--- config.mk ---
export PLATFORM = sky130hd
export DESIGN_NAME = bezier_de_casteljau_eval_top
export DESIGN_NICKNAME = d
export VERILOG_FILES = /design/src/design/bdc_pkg.sv /design/src/design/bdc_div.sv /design/src/design/bdc_datapath.sv /design/src/design/bdc_ctrl.sv /design/src/design/bezier_de_casteljau_eval_top.sv
export SDC_FILE = /design/constraint.sdc
export NUM_CORES = 2
export LEC_CHECK = 0
export ABC_CLOCK_PERIOD_IN_PS = 11800
export BUFFER_PORTS_ARGS = -buffer_cell sky130_fd_sc_hd__buf_2
export CORE_AREA = 2 2 337 589
export CTS_CLUSTER_DIAMETER = 120
export CTS_CLUSTER_SIZE = 24
export DETAILED_ROUTE_END_ITERATION = 8
export DIE_AREA = 0 0 339 591
export PLACE_DENSITY = 0.52
export RECOVER_POWER = 25
export SLEW_MARGIN = 30
export SYNTH_ARGS = -nofsm -noshare
export SYNTH_HDL_FRONTEND = slang
export SYNTH_SLANG_ARGS = --single-unit
--- constraint.sdc ---
create_clock -name clk -period 11.8 [get_ports clk]
set_clock_uncertainty 0.05 [all_clocks]
set_input_delay 1.18 -clock clk [delete_from_list [all_inputs] [get_ports clk]]
set_output_delay 1.18 -clock clk [all_outputs]
set_load 0.02 [all_outputs]
--- src/design/bdc_pkg.sv ---
package bdc_pkg;

	localparam int MAX_POINTS_DEF  = 16;
	localparam int COORD_WIDTH_DEF = 16;

	localparam int FIELD_WIDTH = 16;
	localparam int T_WIDTH     = 17;
	localparam int SEG_WIDTH   = 6;

	localparam logic [T_WIDTH-1:0]   T_ONE     = 17'h10000;
	localparam logic [SEG_WIDTH-1:0] SEG_RESET = 6'd20;

	// Start value of the countdown between interpolation levels. The wait lets the lerp pipeline
	// write back everything the next level reads.
	localparam logic [1:0] DRAIN_LAST = 2'd2;

	localparam logic [1:0] CMD_INSERT = 2'd0;
	localparam logic [1:0] CMD_EVAL   = 2'd1;
	localparam logic [1:0] CMD_SWEEP  = 2'd2;

	localparam logic [1:0] ST_OK    = 2'd0;
	localparam logic [1:0] ST_EMPTY = 2'd1;
	localparam logic [1:0] ST_FULL  = 2'd2;

	typedef struct packed {
		logic       rd_en;
		logic       rd_src_work;
		logic       rd_first;
		logic       rd_cap;
		logic       ctrl_we;
		logic       ctrl_wsel_new;
		logic       load_pt;
		logic       load_t;
		logic       sweep_init;
		logic       t_step;
		logic       load_out;
		logic       out_use_res;
		logic [1:0] out_status;
		logic       out_last;
	} ctl_t;

	typedef struct packed {
		logic                 ins_lt;
		logic                 out_busy;
		logic                 div_busy;
		logic [SEG_WIDTH-1:0] seg_eff;
	} stat_t;

endpackage

--- src/design/bdc_div.sv ---
module bdc_div (
	input  logic                            clk,
	input  logic                            arst_n,
	input  logic                            start,
	input  logic [bdc_pkg::SEG_WIDTH-1:0]   divisor,
	output logic                            busy,
	output logic [bdc_pkg::T_WIDTH-1:0]     quo,
	output logic [bdc_pkg::SEG_WIDTH-1:0]   rem
);

	// Restoring division of one full turn of t by the segment count, one bit per cycle.
	logic                            busy_q;
	logic [4:0]                      cnt_q;
	logic [bdc_pkg::T_WIDTH-1:0]     quo_q;
	logic [bdc_pkg::SEG_WIDTH-1:0]   rem_q;
	logic [bdc_pkg::SEG_WIDTH:0]     trial;
	logic                            qbit;

	always_comb begin
		trial = {rem_q, bdc_pkg::T_ONE[cnt_q]};
		qbit  = (trial >= {1'b0, divisor});
	end

	always_ff @(posedge clk or negedge arst_n) begin
		if (!arst_n) begin
			busy_q <= 1'b0;
			cnt_q  <= '0;
		end else if (start) begin
			busy_q <= 1'b1;
			cnt_q  <= 5'(bdc_pkg::T_WIDTH - 1);
		end else if (busy_q) begin
			if (cnt_q == '0) begin
				busy_q <= 1'b0;
			end else begin
				cnt_q <= cnt_q - 1'b1;
			end
		end
	end

	always_ff @(posedge clk) begin
		if (start) begin
			rem_q <= '0;
			quo_q <= '0;
		end else if (busy_q) begin
			rem_q <= qbit ? bdc_pkg::SEG_WIDTH'(trial - {1'b0, divisor})
			              : trial[bdc_pkg::SEG_WIDTH-1:0];
			quo_q <= {quo_q[bdc_pkg::T_WIDTH-2:0], qbit};
		end
	end

	assign busy = busy_q;
	assign quo  = quo_q;
	assign rem  = rem_q;

endmodule

--- src/design/bdc_datapath.sv ---
module bdc_datapath #(
	parameter int MAX_POINTS  = bdc_pkg::MAX_POINTS_DEF,
	parameter int COORD_WIDTH = bdc_pkg::COORD_WIDTH_DEF
) (
	input  logic                                   clk,
	input  logic                                   arst_n,
	input  bdc_pkg::ctl_t                          ctl,
	input  logic [$clog2(MAX_POINTS)-1:0]          rd_addr,
	input  logic [$clog2(MAX_POINTS)-1:0]          ctrl_waddr,
	output bdc_pkg::stat_t                         stat,
	input  logic signed [bdc_pkg::FIELD_WIDTH-1:0] point_x,
	input  logic signed [bdc_pkg::FIELD_WIDTH-1:0] point_y,
	input  logic [bdc_pkg::T_WIDTH-1:0]            param_t,
	input  logic                                   cfg_we,
	input  logic [bdc_pkg::SEG_WIDTH-1:0]          segment_count,
	input  logic                                   out_ready,
	output logic                                   out_valid,
	output logic signed [bdc_pkg::FIELD_WIDTH-1:0] curve_x,
	output logic signed [bdc_pkg::FIELD_WIDTH-1:0] curve_y,
	output logic [1:0]                             status,
	output logic                                   last
);

	localparam int IDXW = $clog2(MAX_POINTS);
	localparam int CW   = COORD_WIDTH;
	localparam int PW   = CW + 1 + bdc_pkg::T_WIDTH + 1;

	logic signed [CW-1:0] cx_mem [MAX_POINTS];
	logic signed [CW-1:0] cy_mem [MAX_POINTS];
	logic signed [CW-1:0] wx_mem [MAX_POINTS];
	logic signed [CW-1:0] wy_mem [MAX_POINTS];

	logic signed [CW-1:0] cx_rd_q, cy_rd_q, wx_rd_q, wy_rd_q;
	logic signed [CW-1:0] newx_q, newy_q;
	logic signed [CW-1:0] prevx_q, prevy_q;
	logic signed [CW-1:0] resx_q, resy_q;
	logic signed [CW-1:0] dsel_x, dsel_y;

	logic                 v_s1, first_s1, cap_s1, src_s1;
	logic [IDXW-1:0]      addr_s1;
	logic                 v_s2;
	logic [IDXW-1:0]      waddr_s2;
	logic signed [CW-1:0] ax_s2, ay_s2;
	logic signed [CW:0]   dx_s2, dy_s2;
	logic                 v_s3;
	logic [IDXW-1:0]      waddr_s3;
	logic signed [CW-1:0] ax_s3, ay_s3;
	logic signed [PW-1:0] px_s3, py_s3;
	logic [CW-1:0]        lx, ly;

	logic [bdc_pkg::T_WIDTH-1:0]   t_q;
	logic [bdc_pkg::SEG_WIDTH-1:0] r_q;
	logic [bdc_pkg::SEG_WIDTH-1:0] seg_q;
	logic [bdc_pkg::SEG_WIDTH-1:0] seg_eff;
	logic [bdc_pkg::SEG_WIDTH:0]   r_sum;
	logic                          div_busy;
	logic [bdc_pkg::T_WIDTH-1:0]   div_quo;
	logic [bdc_pkg::SEG_WIDTH-1:0] div_rem;

	logic                          out_valid_q;

	bdc_div u_div (
		.clk     (clk),
		.arst_n  (arst_n),
		.start   (ctl.sweep_init),
		.divisor (seg_eff),
		.busy    (div_busy),
		.quo     (div_quo),
		.rem     (div_rem)
	);

	assign seg_eff = (seg_q == '0) ? bdc_pkg::SEG_WIDTH'(1) : seg_q;
	assign dsel_x  = src_s1 ? wx_rd_q : cx_rd_q;
	assign dsel_y  = src_s1 ? wy_rd_q : cy_rd_q;
	assign lx      = ax_s3 + px_s3[CW+15:16];
	assign ly      = ay_s3 + py_s3[CW+15:16];
	assign r_sum   = {1'b0, r_q} + {1'b0, div_rem};

	// Memories: control points and the de Casteljau working row.
	always_ff @(posedge clk) begin
		if (ctl.rd_en) begin
			cx_rd_q <= cx_mem[rd_addr];
			cy_rd_q <= cy_mem[rd_addr];
			wx_rd_q <= wx_mem[rd_addr];
			wy_rd_q <= wy_mem[rd_addr];
		end
		if (ctl.ctrl_we) begin
			cx_mem[ctrl_waddr] <= ctl.ctrl_wsel_new ? newx_q : cx_rd_q;
			cy_mem[ctrl_waddr] <= ctl.ctrl_wsel_new ? newy_q : cy_rd_q;
		end
		if (v_s3) begin
			wx_mem[waddr_s3] <= lx;
			wy_mem[waddr_s3] <= ly;
		end
	end

	always_ff @(posedge clk or negedge arst_n) begin
		if (!arst_n) begin
			v_s1  <= 1'b0;
			v_s2  <= 1'b0;
			v_s3  <= 1'b0;
			seg_q <= bdc_pkg::SEG_RESET;
		end else begin
			v_s1 <= ctl.rd_en && !ctl.ctrl_we;
			v_s2 <= v_s1 && !first_s1 && !cap_s1;
			v_s3 <= v_s2;
			if (cfg_we) begin
				seg_q <= segment_count;
			end
		end
	end

	always_ff @(posedge clk) begin
		first_s1 <= ctl.rd_first;
		cap_s1   <= ctl.rd_cap;
		src_s1   <= ctl.rd_src_work;
		addr_s1  <= rd_addr;
		if (v_s1) begin
			prevx_q <= dsel_x;
			prevy_q <= dsel_y;
		end
		if (v_s1 && cap_s1) begin
			resx_q <= dsel_x;
			resy_q <= dsel_y;
		end
		waddr_s2 <= addr_s1 - 1'b1;
		ax_s2    <= prevx_q;
		ay_s2    <= prevy_q;
		dx_s2    <= {dsel_x[CW-1], dsel_x} - {prevx_q[CW-1], prevx_q};
		dy_s2    <= {dsel_y[CW-1], dsel_y} - {prevy_q[CW-1], prevy_q};
		waddr_s3 <= waddr_s2;
		ax_s3    <= ax_s2;
		ay_s3    <= ay_s2;
		px_s3    <= dx_s2 * $signed({1'b0, t_q});
		py_s3    <= dy_s2 * $signed({1'b0, t_q});
	end

	// Point to insert, and the curve parameter for evaluate and sweep.
	always_ff @(posedge clk) begin
		if (ctl.load_pt) begin
			newx_q <= CW'(point_x);
			newy_q <= CW'(point_y);
		end
		if (ctl.load_t) begin
			t_q <= (param_t > bdc_pkg::T_ONE) ? bdc_pkg::T_ONE : param_t;
		end else if (ctl.sweep_init) begin
			t_q <= '0;
			r_q <= '0;
		end else if (ctl.t_step) begin
			if (r_sum >= {1'b0, seg_eff}) begin
				r_q <= bdc_pkg::SEG_WIDTH'(r_sum - {1'b0, seg_eff});
				t_q <= t_q + div_quo + 1'b1;
			end else begin
				r_q <= r_sum[bdc_pkg::SEG_WIDTH-1:0];
				t_q <= t_q + div_quo;
			end
		end
	end

	// Output register.
	always_ff @(posedge clk or negedge arst_n) begin
		if (!arst_n) begin
			out_valid_q <= 1'b0;
		end else if (ctl.load_out) begin
			out_valid_q <= 1'b1;
		end else if (out_ready) begin
			out_valid_q <= 1'b0;
		end
	end

	always_ff @(posedge clk) begin
		if (ctl.load_out) begin
			curve_x <= ctl.out_use_res ? bdc_pkg::FIELD_WIDTH'(resx_q) : '0;
			curve_y <= ctl.out_use_res ? bdc_pkg::FIELD_WIDTH'(resy_q) : '0;
			status  <= ctl.out_status;
			last    <= ctl.out_last;
		end
	end

	assign out_valid     = out_valid_q;
	assign stat.ins_lt   = (cx_rd_q < newx_q);
	assign stat.out_busy = out_valid_q && !out_ready;
	assign stat.div_busy = div_busy;
	assign stat.seg_eff  = seg_eff;

endmodule

--- src/design/bdc_ctrl.sv ---
module bdc_ctrl #(
	parameter int MAX_POINTS = bdc_pkg::MAX_POINTS_DEF
) (
	input  logic                          clk,
	input  logic                          arst_n,
	input  logic                          in_valid,
	output logic                          in_ready,
	input  logic [1:0]                    cmd,
	output bdc_pkg::ctl_t                 ctl,
	output logic [$clog2(MAX_POINTS)-1:0] rd_addr,
	output logic [$clog2(MAX_POINTS)-1:0] ctrl_waddr,
	input  bdc_pkg::stat_t                stat
);

	localparam int IDXW = $clog2(MAX_POINTS);
	localparam int CNTW = $clog2(MAX_POINTS + 1);

	typedef enum logic [8:0] {
		S_IDLE    = 9'b000000001,
		S_INS_RD  = 9'b000000010,
		S_INS_CMP = 9'b000000100,
		S_DIV     = 9'b000001000,
		S_LVL     = 9'b000010000,
		S_DRAIN   = 9'b000100000,
		S_CAPT    = 9'b001000000,
		S_CWAIT   = 9'b010000000,
		S_EMIT    = 9'b100000000
	} state_t;

	state_t                        state_q;
	logic [CNTW-1:0]               pcount_q;
	logic [CNTW-1:0]               i_q;
	logic [CNTW-1:0]               m_q;
	logic [IDXW-1:0]               k_q;
	logic [1:0]                    dr_q;
	logic [bdc_pkg::SEG_WIDTH-1:0] j_q;
	logic                          sweep_q;
	logic                          em_res_q;
	logic [1:0]                    em_st_q;
	logic                          accept;
	logic                          full;
	logic                          more;

	assign in_ready = (state_q == S_IDLE);
	assign accept   = in_valid && in_ready;
	assign full     = (pcount_q == CNTW'(MAX_POINTS));
	assign more     = sweep_q && (j_q != stat.seg_eff);

	always_comb begin
		ctl        = '0;
		rd_addr    = '0;
		ctrl_waddr = '0;
		case (state_q)
			S_IDLE: begin
				ctl.load_pt    = accept && (cmd == bdc_pkg::CMD_INSERT);
				ctl.load_t     = accept && (cmd == bdc_pkg::CMD_EVAL);
				ctl.sweep_init = accept && (cmd == bdc_pkg::CMD_SWEEP) && (pcount_q != '0);
			end
			S_INS_RD: begin
				if (i_q == '0) begin
					ctl.ctrl_we       = 1'b1;
					ctl.ctrl_wsel_new = 1'b1;
				end else begin
					ctl.rd_en = 1'b1;
					rd_addr   = IDXW'(i_q - 1'b1);
				end
			end
			S_INS_CMP: begin
				ctl.ctrl_we       = 1'b1;
				ctl.ctrl_wsel_new = stat.ins_lt;
				ctrl_waddr        = IDXW'(i_q);
			end
			S_LVL: begin
				ctl.rd_en       = 1'b1;
				ctl.rd_src_work = (m_q != pcount_q);
				ctl.rd_first    = (k_q == '0);
				rd_addr         = k_q;
			end
			S_CAPT: begin
				ctl.rd_en       = 1'b1;
				ctl.rd_cap      = 1'b1;
				ctl.rd_src_work = (pcount_q != CNTW'(1));
			end
			S_EMIT: begin
				ctl.load_out    = !stat.out_busy;
				ctl.out_use_res = em_res_q;
				ctl.out_status  = em_st_q;
				ctl.out_last    = !more;
				ctl.t_step      = !stat.out_busy && more;
			end
			default: begin
			end
		endcase
	end

	always_ff @(posedge clk or negedge arst_n) begin
		if (!arst_n) begin
			state_q  <= S_IDLE;
			pcount_q <= '0;
			i_q      <= '0;
			m_q      <= '0;
			k_q      <= '0;
			dr_q     <= '0;
			j_q      <= '0;
			sweep_q  <= 1'b0;
			em_res_q <= 1'b0;
			em_st_q  <= bdc_pkg::ST_OK;
		end else begin
			case (state_q)
				S_IDLE: begin
					if (accept) begin
						sweep_q  <= 1'b0;
						em_res_q <= 1'b0;
						em_st_q  <= bdc_pkg::ST_OK;
						j_q      <= '0;
						case (cmd)
							bdc_pkg::CMD_INSERT: begin
								if (full) begin
									em_st_q <= bdc_pkg::ST_FULL;
									state_q <= S_EMIT;
								end else begin
									i_q     <= pcount_q;
									state_q <= S_INS_RD;
								end
							end
							bdc_pkg::CMD_EVAL, bdc_pkg::CMD_SWEEP: begin
								if (pcount_q == '0) begin
									em_st_q <= bdc_pkg::ST_EMPTY;
									state_q <= S_EMIT;
								end else begin
									em_res_q <= 1'b1;
									sweep_q  <= (cmd == bdc_pkg::CMD_SWEEP);
									m_q      <= pcount_q;
									k_q      <= '0;
									if (cmd == bdc_pkg::CMD_SWEEP) begin
										state_q <= S_DIV;
									end else if (pcount_q == CNTW'(1)) begin
										state_q <= S_CAPT;
									end else begin
										state_q <= S_LVL;
									end
								end
							end
							default: begin
							end
						endcase
					end
				end
				S_INS_RD: begin
					if (i_q == '0) begin
						pcount_q <= pcount_q + 1'b1;
						state_q  <= S_EMIT;
					end else begin
						state_q <= S_INS_CMP;
					end
				end
				S_INS_CMP: begin
					if (stat.ins_lt) begin
						pcount_q <= pcount_q + 1'b1;
						state_q  <= S_EMIT;
					end else begin
						i_q     <= i_q - 1'b1;
						state_q <= S_INS_RD;
					end
				end
				S_DIV: begin
					if (!stat.div_busy) begin
						state_q <= (pcount_q == CNTW'(1)) ? S_CAPT : S_LVL;
					end
				end
				S_LVL: begin
					if (CNTW'(k_q) == m_q - 1'b1) begin
						k_q     <= '0;
						m_q     <= m_q - 1'b1;
						dr_q    <= bdc_pkg::DRAIN_LAST;
						state_q <= S_DRAIN;
					end else begin
						k_q <= k_q + 1'b1;
					end
				end
				S_DRAIN: begin
					if (dr_q == '0) begin
						state_q <= (m_q == CNTW'(1)) ? S_CAPT : S_LVL;
					end else begin
						dr_q <= dr_q - 1'b1;
					end
				end
				S_CAPT: begin
					state_q <= S_CWAIT;
				end
				S_CWAIT: begin
					state_q <= S_EMIT;
				end
				S_EMIT: begin
					if (!stat.out_busy) begin
						if (more) begin
							j_q     <= j_q + 1'b1;
							m_q     <= pcount_q;
							k_q     <= '0;
							state_q <= (pcount_q == CNTW'(1)) ? S_CAPT : S_LVL;
						end else begin
							state_q <= S_IDLE;
						end
					end
				end
				default: begin
					state_q <= S_IDLE;
				end
			endcase
		end
	end

	a_count_bound: assert property (@(posedge clk) disable iff (!arst_n)
		pcount_q <= CNTW'(MAX_POINTS))
		else $error("control point count above capacity");

	a_load_free: assert property (@(posedge clk) disable iff (!arst_n)
		ctl.load_out |-> !stat.out_busy)
		else $error("output register overwritten while its request waits");

	a_insert_count: assert property (@(posedge clk) disable iff (!arst_n)
		(state_q == S_INS_CMP && stat.ins_lt) |=> pcount_q == CNTW'($past(pcount_q) + 1'b1))
		else $error("insert did not raise the point count");

	a_idle_div: assert property (@(posedge clk) disable iff (!arst_n)
		in_ready |-> !stat.div_busy)
		else $error("step divider still busy while idle");

endmodule

--- src/design/bezier_de_casteljau_eval_top.sv ---
// Bezier curve evaluator. The block keeps up to MAX_POINTS control points, sorted by x, and
// evaluates their Bezier curve by de Casteljau's repeated linear interpolation in signed Q2.14
// with t in Q1.16. An insert request (cmd 0) places a point before the first stored point whose
// x is not less and returns one response with zero coordinates and status ok, or status full if
// the store already holds MAX_POINTS points. An evaluate request (cmd 1) saturates t to 1.0 and
// returns one curve point; a sweep request (cmd 2) returns segment_count+1 points at
// t = floor(i*65536/segment_count), with last set on the final one. With no points stored,
// evaluate and sweep return one response with status empty; cmd 3 is dropped silently. The
// segment count is written through the cfg channel (a value of 0 acts as 1) and must only be
// written while the block is idle. One x lerp and one y lerp stream through a single read
// port of the working memory, one interpolation per cycle, and at the end of each level wait
// for their pipeline to write back before the next level reads. A sweep first runs the step
// divider. An insert moves each stored point whose x is not less up by one place. A new
// request is taken as soon as the last response of the previous one sits in the output
// register.
module bezier_de_casteljau_eval_top #(
	parameter int MAX_POINTS  = bdc_pkg::MAX_POINTS_DEF,
	parameter int COORD_WIDTH = bdc_pkg::COORD_WIDTH_DEF
) (
	input  logic                                   clk,
	input  logic                                   arst_n,
	input  logic                                   in_valid,
	output logic                                   in_ready,
	input  logic [1:0]                             cmd,
	input  logic signed [bdc_pkg::FIELD_WIDTH-1:0] point_x,
	input  logic signed [bdc_pkg::FIELD_WIDTH-1:0] point_y,
	input  logic [bdc_pkg::T_WIDTH-1:0]            param_t,
	output logic                                   out_valid,
	input  logic                                   out_ready,
	output logic signed [bdc_pkg::FIELD_WIDTH-1:0] curve_x,
	output logic signed [bdc_pkg::FIELD_WIDTH-1:0] curve_y,
	output logic [1:0]                             status,
	output logic                                   last,
	input  logic                                   cfg_valid,
	output logic                                   cfg_ready,
	input  logic [bdc_pkg::SEG_WIDTH-1:0]          segment_count
);

	localparam int IDXW = $clog2(MAX_POINTS);

	bdc_pkg::ctl_t   ctl;
	bdc_pkg::stat_t  stat;
	logic [IDXW-1:0] rd_addr;
	logic [IDXW-1:0] ctrl_waddr;

	// The segment count register is always ready to take a write.
	assign cfg_ready = 1'b1;

	// The controller sequences inserts, interpolation levels and responses.
	bdc_ctrl #(
		.MAX_POINTS (MAX_POINTS)
	) u_ctrl (
		.clk        (clk),
		.arst_n     (arst_n),
		.in_valid   (in_valid),
		.in_ready   (in_ready),
		.cmd        (cmd),
		.ctl        (ctl),
		.rd_addr    (rd_addr),
		.ctrl_waddr (ctrl_waddr),
		.stat       (stat)
	);

	// The datapath holds the point store, the working row, the lerp pipeline and the output.
	bdc_datapath #(
		.MAX_POINTS  (MAX_POINTS),
		.COORD_WIDTH (COORD_WIDTH)
	) u_dp (
		.clk           (clk),
		.arst_n        (arst_n),
		.ctl           (ctl),
		.rd_addr       (rd_addr),
		.ctrl_waddr    (ctrl_waddr),
		.stat          (stat),
		.point_x       (point_x),
		.point_y       (point_y),
		.param_t       (param_t),
		.cfg_we        (cfg_valid && cfg_ready),
		.segment_count (segment_count),
		.out_ready     (out_ready),
		.out_valid     (out_valid),
		.curve_x       (curve_x),
		.curve_y       (curve_y),
		.status        (status),
		.last          (last)
	);

endmodule
# After elaboration in Yosys (flattened, before gate mapping)
# Memory sizes are Yosys's and may differ from the RTL's. A register that Yosys moved wholly into a read port is not among the register bits.
# Index checks and enable logic that the tools add are counted.
# op_classes
addsub	17
mul	2
magnitude_cmp	5
eq_ne	34
muxes	88
n_bitwise	1
n_reduce_logical	47
# ops
cell	count
$mux 9	10
$mux 17	5
$pmux 9 s9	1
$mux 5	15
$mul 17x18->32	2
$mux 16	4
$mux 6	8
$sub 16x16->17	2
$add 16x16->16	2
$mux 4	8
$mux 7	3
$ne 2x2->1 const B	10
$pmux 5 s2	2
$pmux 9 s2	1
$add 17x1->17 const B	1
$add 17x17->17	1
$gt 17x17->1 const B	1
$mux 1	17
$lt 16x16->1	1
$logic_not 5->1	3
$pmux 5 s3	1
$sub 5x1->5 const B	3
$ge 7x6->1	2
$reduce_bool 2->1	7
other kinds (49)	84
# word_totals
reg_bits	410
ramBits	1024
romBits	32
inputBits	62
word_cells	244
memories	5
# mem_list
memory	depth	word_bits	read_ports	rd_clocked_by_memory_dff	wr	line	text
u_dp.cx_mem	16	16	1	1	1	bdc_datapath.sv:28	logic signed [CW-1:0] cx_mem [MAX_POINTS];
u_dp.cy_mem	16	16	1	1	1	bdc_datapath.sv:29	logic signed [CW-1:0] cy_mem [MAX_POINTS];
u_dp.wx_mem	16	16	1	1	1	bdc_datapath.sv:30	logic signed [CW-1:0] wx_mem [MAX_POINTS];
u_dp.wy_mem	16	16	1	1	1	bdc_datapath.sv:31	logic signed [CW-1:0] wy_mem [MAX_POINTS];
(no name shown)	32	1	1	0	0	bdc_div.sv:20	trial = {rem_q, bdc_pkg::T_ONE[cnt_q]};

# Longest topological paths before layout
# logic_depth
depth_word	9
depth_mapped	24
depth_no_buf	23

# By module
# From an unflattened synthesis, not the netlist that was laid out.
# hier_totals
hier_cells	5240
hier_area_um2	76729.8
# modules_own_cells
module	n_inst	cells_each	area_per_inst_um2
bdc_datapath	1	4736	72283.1
bdc_ctrl	1	348	2980.4
bdc_div	1	154	1455.1
bezier_de_casteljau_eval_top	1	2	11.3

# Worst setup path before layout
# OpenSTA, ideal clock, no wires.
# synth_path
kind	register to register
start	register u_dp.dx_s2[9]
end	register u_dp.px_s3[31]
arrival_time_ps	6135
setup_slack_ps	5494
stages_incl_launch_ff	25
path_buffers	2
synth_period_minus_slack_ps	6306
path_cell_list	dfxtp_1 clkbuf_1 clkbuf_1 nand2_1 fa_1 inv_1 fa_1 inv_1 fa_1 inv_1 fa_1 fa_1 inv_1 fa_1 inv_1 ha_1 and3_1 and3_1 o2111ai_1 a31oi_1 o2111ai_1 a21boi_0 a21oi_1 or3_1 xnor2_1
# synth_between
elab_chain_cells	1
# synth_rtl
item	line	text
start, declared	bdc_datapath.sv:44	logic signed [CW:0] dx_s2, dy_s2;
start signal, assigned	bdc_datapath.sv:129	dx_s2 <= {dsel_x[CW-1], dsel_x} - {prevx_q[CW-1], prevx_q};
$mul 17x18->32	bdc_datapath.sv:134	px_s3 <= dx_s2 * $signed({1'b0, t_q});
end signal, assigned	bdc_datapath.sv:134	
end, declared	bdc_datapath.sv:48	logic signed [PW-1:0] px_s3, py_s3;
# Every way passes these cells.
# A chain may end at the register's enable or synchronous reset.

# Worst setup path after layout
# layout_path
start	register u_dp.t_q[13] (netlist name)
end	register u_dp.px_s3[31]
# layout_between
elab_chain_cells	1
# layout_rtl
item	line	text
start, declared	bdc_datapath.sv:51	logic [bdc_pkg::T_WIDTH-1:0] t_q;
start signal, assigned	bdc_datapath.sv:145	t_q <= (param_t > bdc_pkg::T_ONE) ? bdc_pkg::T_ONE : param_t;
start signal, assigned	bdc_datapath.sv:152	t_q <= t_q + div_quo + 1'b1;
start signal, assigned	bdc_datapath.sv:155	t_q <= t_q + div_quo;
$mul 17x18->32	bdc_datapath.sv:134	
# Every way passes these cells.

==> flow_summary_export.csv <==
group,metric,value,unit
yosys,avgSynthCellArea,11.7,sq um
floorplanning,coreArea,196000,sq um
cts,htree_levels,3,
worst_setup_path,cp-startpoint,"u_dp.t_q[13]",
final_layout,layoutNonFillerInstCount,9238,
drt,num_vias,48721,
yosys,synth-edff-count,1242,
sta,worst_pin_slew,3240,ps
cts,clk_pin_slew_worst_paths,120,ps
placement,place_inst,9122,
floorplanning,initial_core_util,39.8,%
floorplanning,dieArea,200000,sq um
sta,slew_headroom,-116,%
worst_setup_path,required,12350,ps
run,drv_cap,16,
final_layout,finalNetCount,7450,
cts,cts_made_buffers,73,
cts,clock-sinks,1466,
drt,ant_nets,0,
sta,max_freq,0.136,GHz
placement,dp_hpwl,133,mm
worst_setup_path,crit_type,"register to register",
global_route,track_usage,20.7,%
placement,preCtsSetupSlack,4500,ps
worst_setup_path,start_kind,"register",
drt,route.detailed.drc,0,
sta,setup_violations,0,
yosys,synth.distinct_cells,81,
cts,clock_path_buffers,3,
cts,hold_buffers,0,
yosys,synth-seq-area-share,54.0,%
worst_setup_path,cp-end-kind,"register",
global_route,grt_pass1_vias,49869,
worst_setup_path,ff2ff_path_depth,21,
cts,cts_root_buffer,"clkbuf_16",
global_route,grt_pass1_wl,313,mm
yosys,mappedNetlistNets,7511,
drt,via_per_inst,5.27,
worst_setup_path,reg2reg_from,"u_dp.t_q[13]",
outcome,violations,"capacitance limit, slew limit",
drt,wl_per_cell,22.6,um
global_route,grt-ovfl-total,0,
outcome,status,"complete, but fails checks",
global_route,antenna_found_initial,8,
final_layout,syn2layout_area_growth,7.18,%
global_route,grt_max_degree,202,
cts,postCtsResizedCells,0,
drt,routed_wirelength,209,mm
yosys,synthesis.area,77900,sq um
worst_setup_path,crit_path_end,"u_dp.px_s3[31]",
sta,worst_slack,4450,ps
placement,place.gp.congestion,0.861,
floorplanning,die_w,339,um
yosys,syn-instance-count,6654,
final_layout,n_fill_cell,18277,
sta,slew_viol_final,528,
yosys,synth_ff_type,"edfxtp_1",
worst_setup_path,crit_arrival,7900,ps
worst_setup_path,reg2reg_slack,4450,ps
sta,timing.final.crit_share,62.3,%
cts,post_cts_buffers,0,
drt,drtIter0Drc,2944,
floorplanning,rows,215,
sta,rsz0062_at_grt,"false",
yosys,synthArstFlopShare,3.82,%
worst_setup_path,crit_fanout,28,
worst_setup_path,reg2reg_to,"u_dp.px_s3[31]",
sta,hold_viol,0,
yosys,ys_ff_latch,1466,
sta,period_needed,7350,ps
cts,cts_tree,"built",
floorplanning,die_y,591,um
drt,firstDrtPassIters,6,
final_layout,drive_above_1_share,5.44,%
yosys,yosys_warnings,0,
sta,setup_tns,0,ps
cts,clk_latency,720,ps
floorplanning,io_pins,100,
hold_path,min_path_type,"register to register",
placement,numPortBuffers,98,
-- synth_stat cells, types with 7 or more instances --
library cell	number	area share [%]
dfrtp_1	53	1.7
ha_1	341	5.5
nor3_1	53	0.34
a221o_1	64	0.82
o41ai_1	8	0.090
and2_0	59	0.47
nand3_1	175	1.1
xnor2_1	113	1.3
nand3b_1	7	0.067
mux2_2	61	0.88
o21ai_0	191	1.2
buf_4	9	0.087
a31oi_1	139	1.1
o22ai_1	68	0.55
nand4_1	17	0.14
a2111oi_0	8	0.090
nand2b_1	39	0.31
o21ai_1	37	0.24
a21oi_1	95	0.61
and2_1	357	2.9
nor2_1	555	2.7
buf_2	108	0.69
xor2_1	43	0.48
a21boi_0	8	0.077
o211ai_1	7	0.067
o21bai_1	10	0.096
a211oi_1	145	1.4
or3_1	13	0.10
mux2i_1	29	0.37
nor2b_1	25	0.20
buf_1	8	0.039
edfxtp_1	1242	48
inv_1	648	3.1
dfxtp_1	168	4.3
clkbuf_1	201	0.97
o21a_1	23	0.22
a21o_1	33	0.32
and3_1	48	0.39
fa_1	454	12
nand2_1	892	4.3
nor4_1	8	0.064
-- registers in the layout, indices dropped and copies added, names as in the netlist, 17 cells and up --
| register | count |
|---|---|
| u_dp.cx_mem | 256 |
| u_dp.cy_mem | 256 |
| u_dp.wx_mem | 256 |
| u_dp.wy_mem | 256 |
| u_dp.dx_s2 | 17 |
| u_dp.dy_s2 | 17 |
| u_dp.t_q | 17 |
| u_dp.u_div.quo | 17 |
-- critical path, cell delays in order (launching register included) --
cell and delay [ps]:
edfxtp_1 520, buf_4 390, nand2_1 140, fa_1 530, fa_1 540, fa_1 510
inv_1 50, fa_1 490, fa_1 490, inv_1 50, fa_1 480, inv_1 40
ha_1 340, and3_1 230, and3_1 190, o2111ai_1 140, a31oi_1 550, o2111ai_1 260
a21boi_0 570, a21oi_1 130, or3_1 390, xnor2_1 130
-- cell type report --
| cell class | count | area, sq um | area share [%] |
|---|---|---|---|
| antenna | 1 | 2.50 | 0.00300 |
| clock buffer | 107 | 2020 | 2.42 |
| clock inverter | 8 | 108 | 0.129 |
| inverter | 650 | 2450 | 2.93 |
| multi-input combinational | 4208 | 32400 | 38.8 |
| sequential | 1466 | 42100 | 50.4 |
| tap | 2604 | 3260 | 3.90 |
| timing repair buffer | 194 | 1200 | 1.44 |
-- metal layers --
metal	track usage, %	routed length (um)	vias up
met3	1.62	6340	287
met4	6.13	6170	2
met2	40.1	114000	929
met5	0	13	-
li1	-	-	22537
met1	24.2	82100	24966
-- worst min-delay path by stage --
| stage | start | depth (start not counted) | slack (ps) | to |
|---|---|---|---|---|
| 6_report | u_dp.waddr_s2[3] | 0 | 270 | u_dp.waddr_s3[3] |
| 5_1_grt | u_dp.ay_s2[7] | 0 | 260 | u_dp.ay_s3[7] |
| 4_1_cts | u_dp.waddr_s2[3] | 0 | 250 | u_dp.waddr_s3[3] |
| 3_5_place_dp | u_dp.waddr_s2[2] | 0 | 260 | u_dp.waddr_s3[2] |
| 3_3_place_gp | u_dp.ay_s2[6] | 0 | 260 | u_dp.ay_s3[6] |
| 2_1_floorplan | u_dp.ax_s2[0] | 0 | 260 | u_dp.ax_s3[0] |
-- cells by family after synthesis --
group           synth area share, %
fa+ha+maj                      17.1
other cells                 0.00481
compound gates                 7.44
mux                            1.25
simple gates                   13.4
buf+inv                        4.98
flops                          54.0
xor+xnor                       1.75
-- through the flow --
| step | util [%] | hold WS, ps | instance area [sq um] |
|---|---|---|---|
| CTS | 42.7 | 250 | 83600 |
| global route | 42.7 | 259 | 83500 |
| finish | 42.7 | 268 | 83500 |
| global placement | 41.6 | 260 | 81300 |
| detailed placement | 41.7 | 263 | 81500 |
| floorplan | - | 260 | 77900 |
-- cell usage in the layout, fill, tap and decap left out, types with 13 or more instances in the layout --
master     count
mux2i_1       29
nand3_1      175
edfxtp_1    1242
nand2b_1      39
mux2_2        33
clkbuf_16     76
or3_1         13
ha_1         341
nand2_1      889
a21oi_1       95
a211oi_1     145
dfrtp_1       52
a21o_1        33
xor2_1        41
and3_1        48
a221o_1       64
nor2b_1       24
dfxtp_1      168
o22ai_1       68
buf_4         73
buf_2         91
xnor2_1      100
xnor2_2       13
inv_1        647
a31oi_1      139
mux2_1        28
fa_1         454
nor3_1        49
o21ai_1       37
clkbuf_1      56
and2_0        59
o21ai_0      189
nand4_1       17
o21a_1        23
nor2_4        27
and2_1       356
nor2_1       525
Power is not shown: default switching activity piles up to over one toggle a cycle in this logic, so the estimate is an artifact.
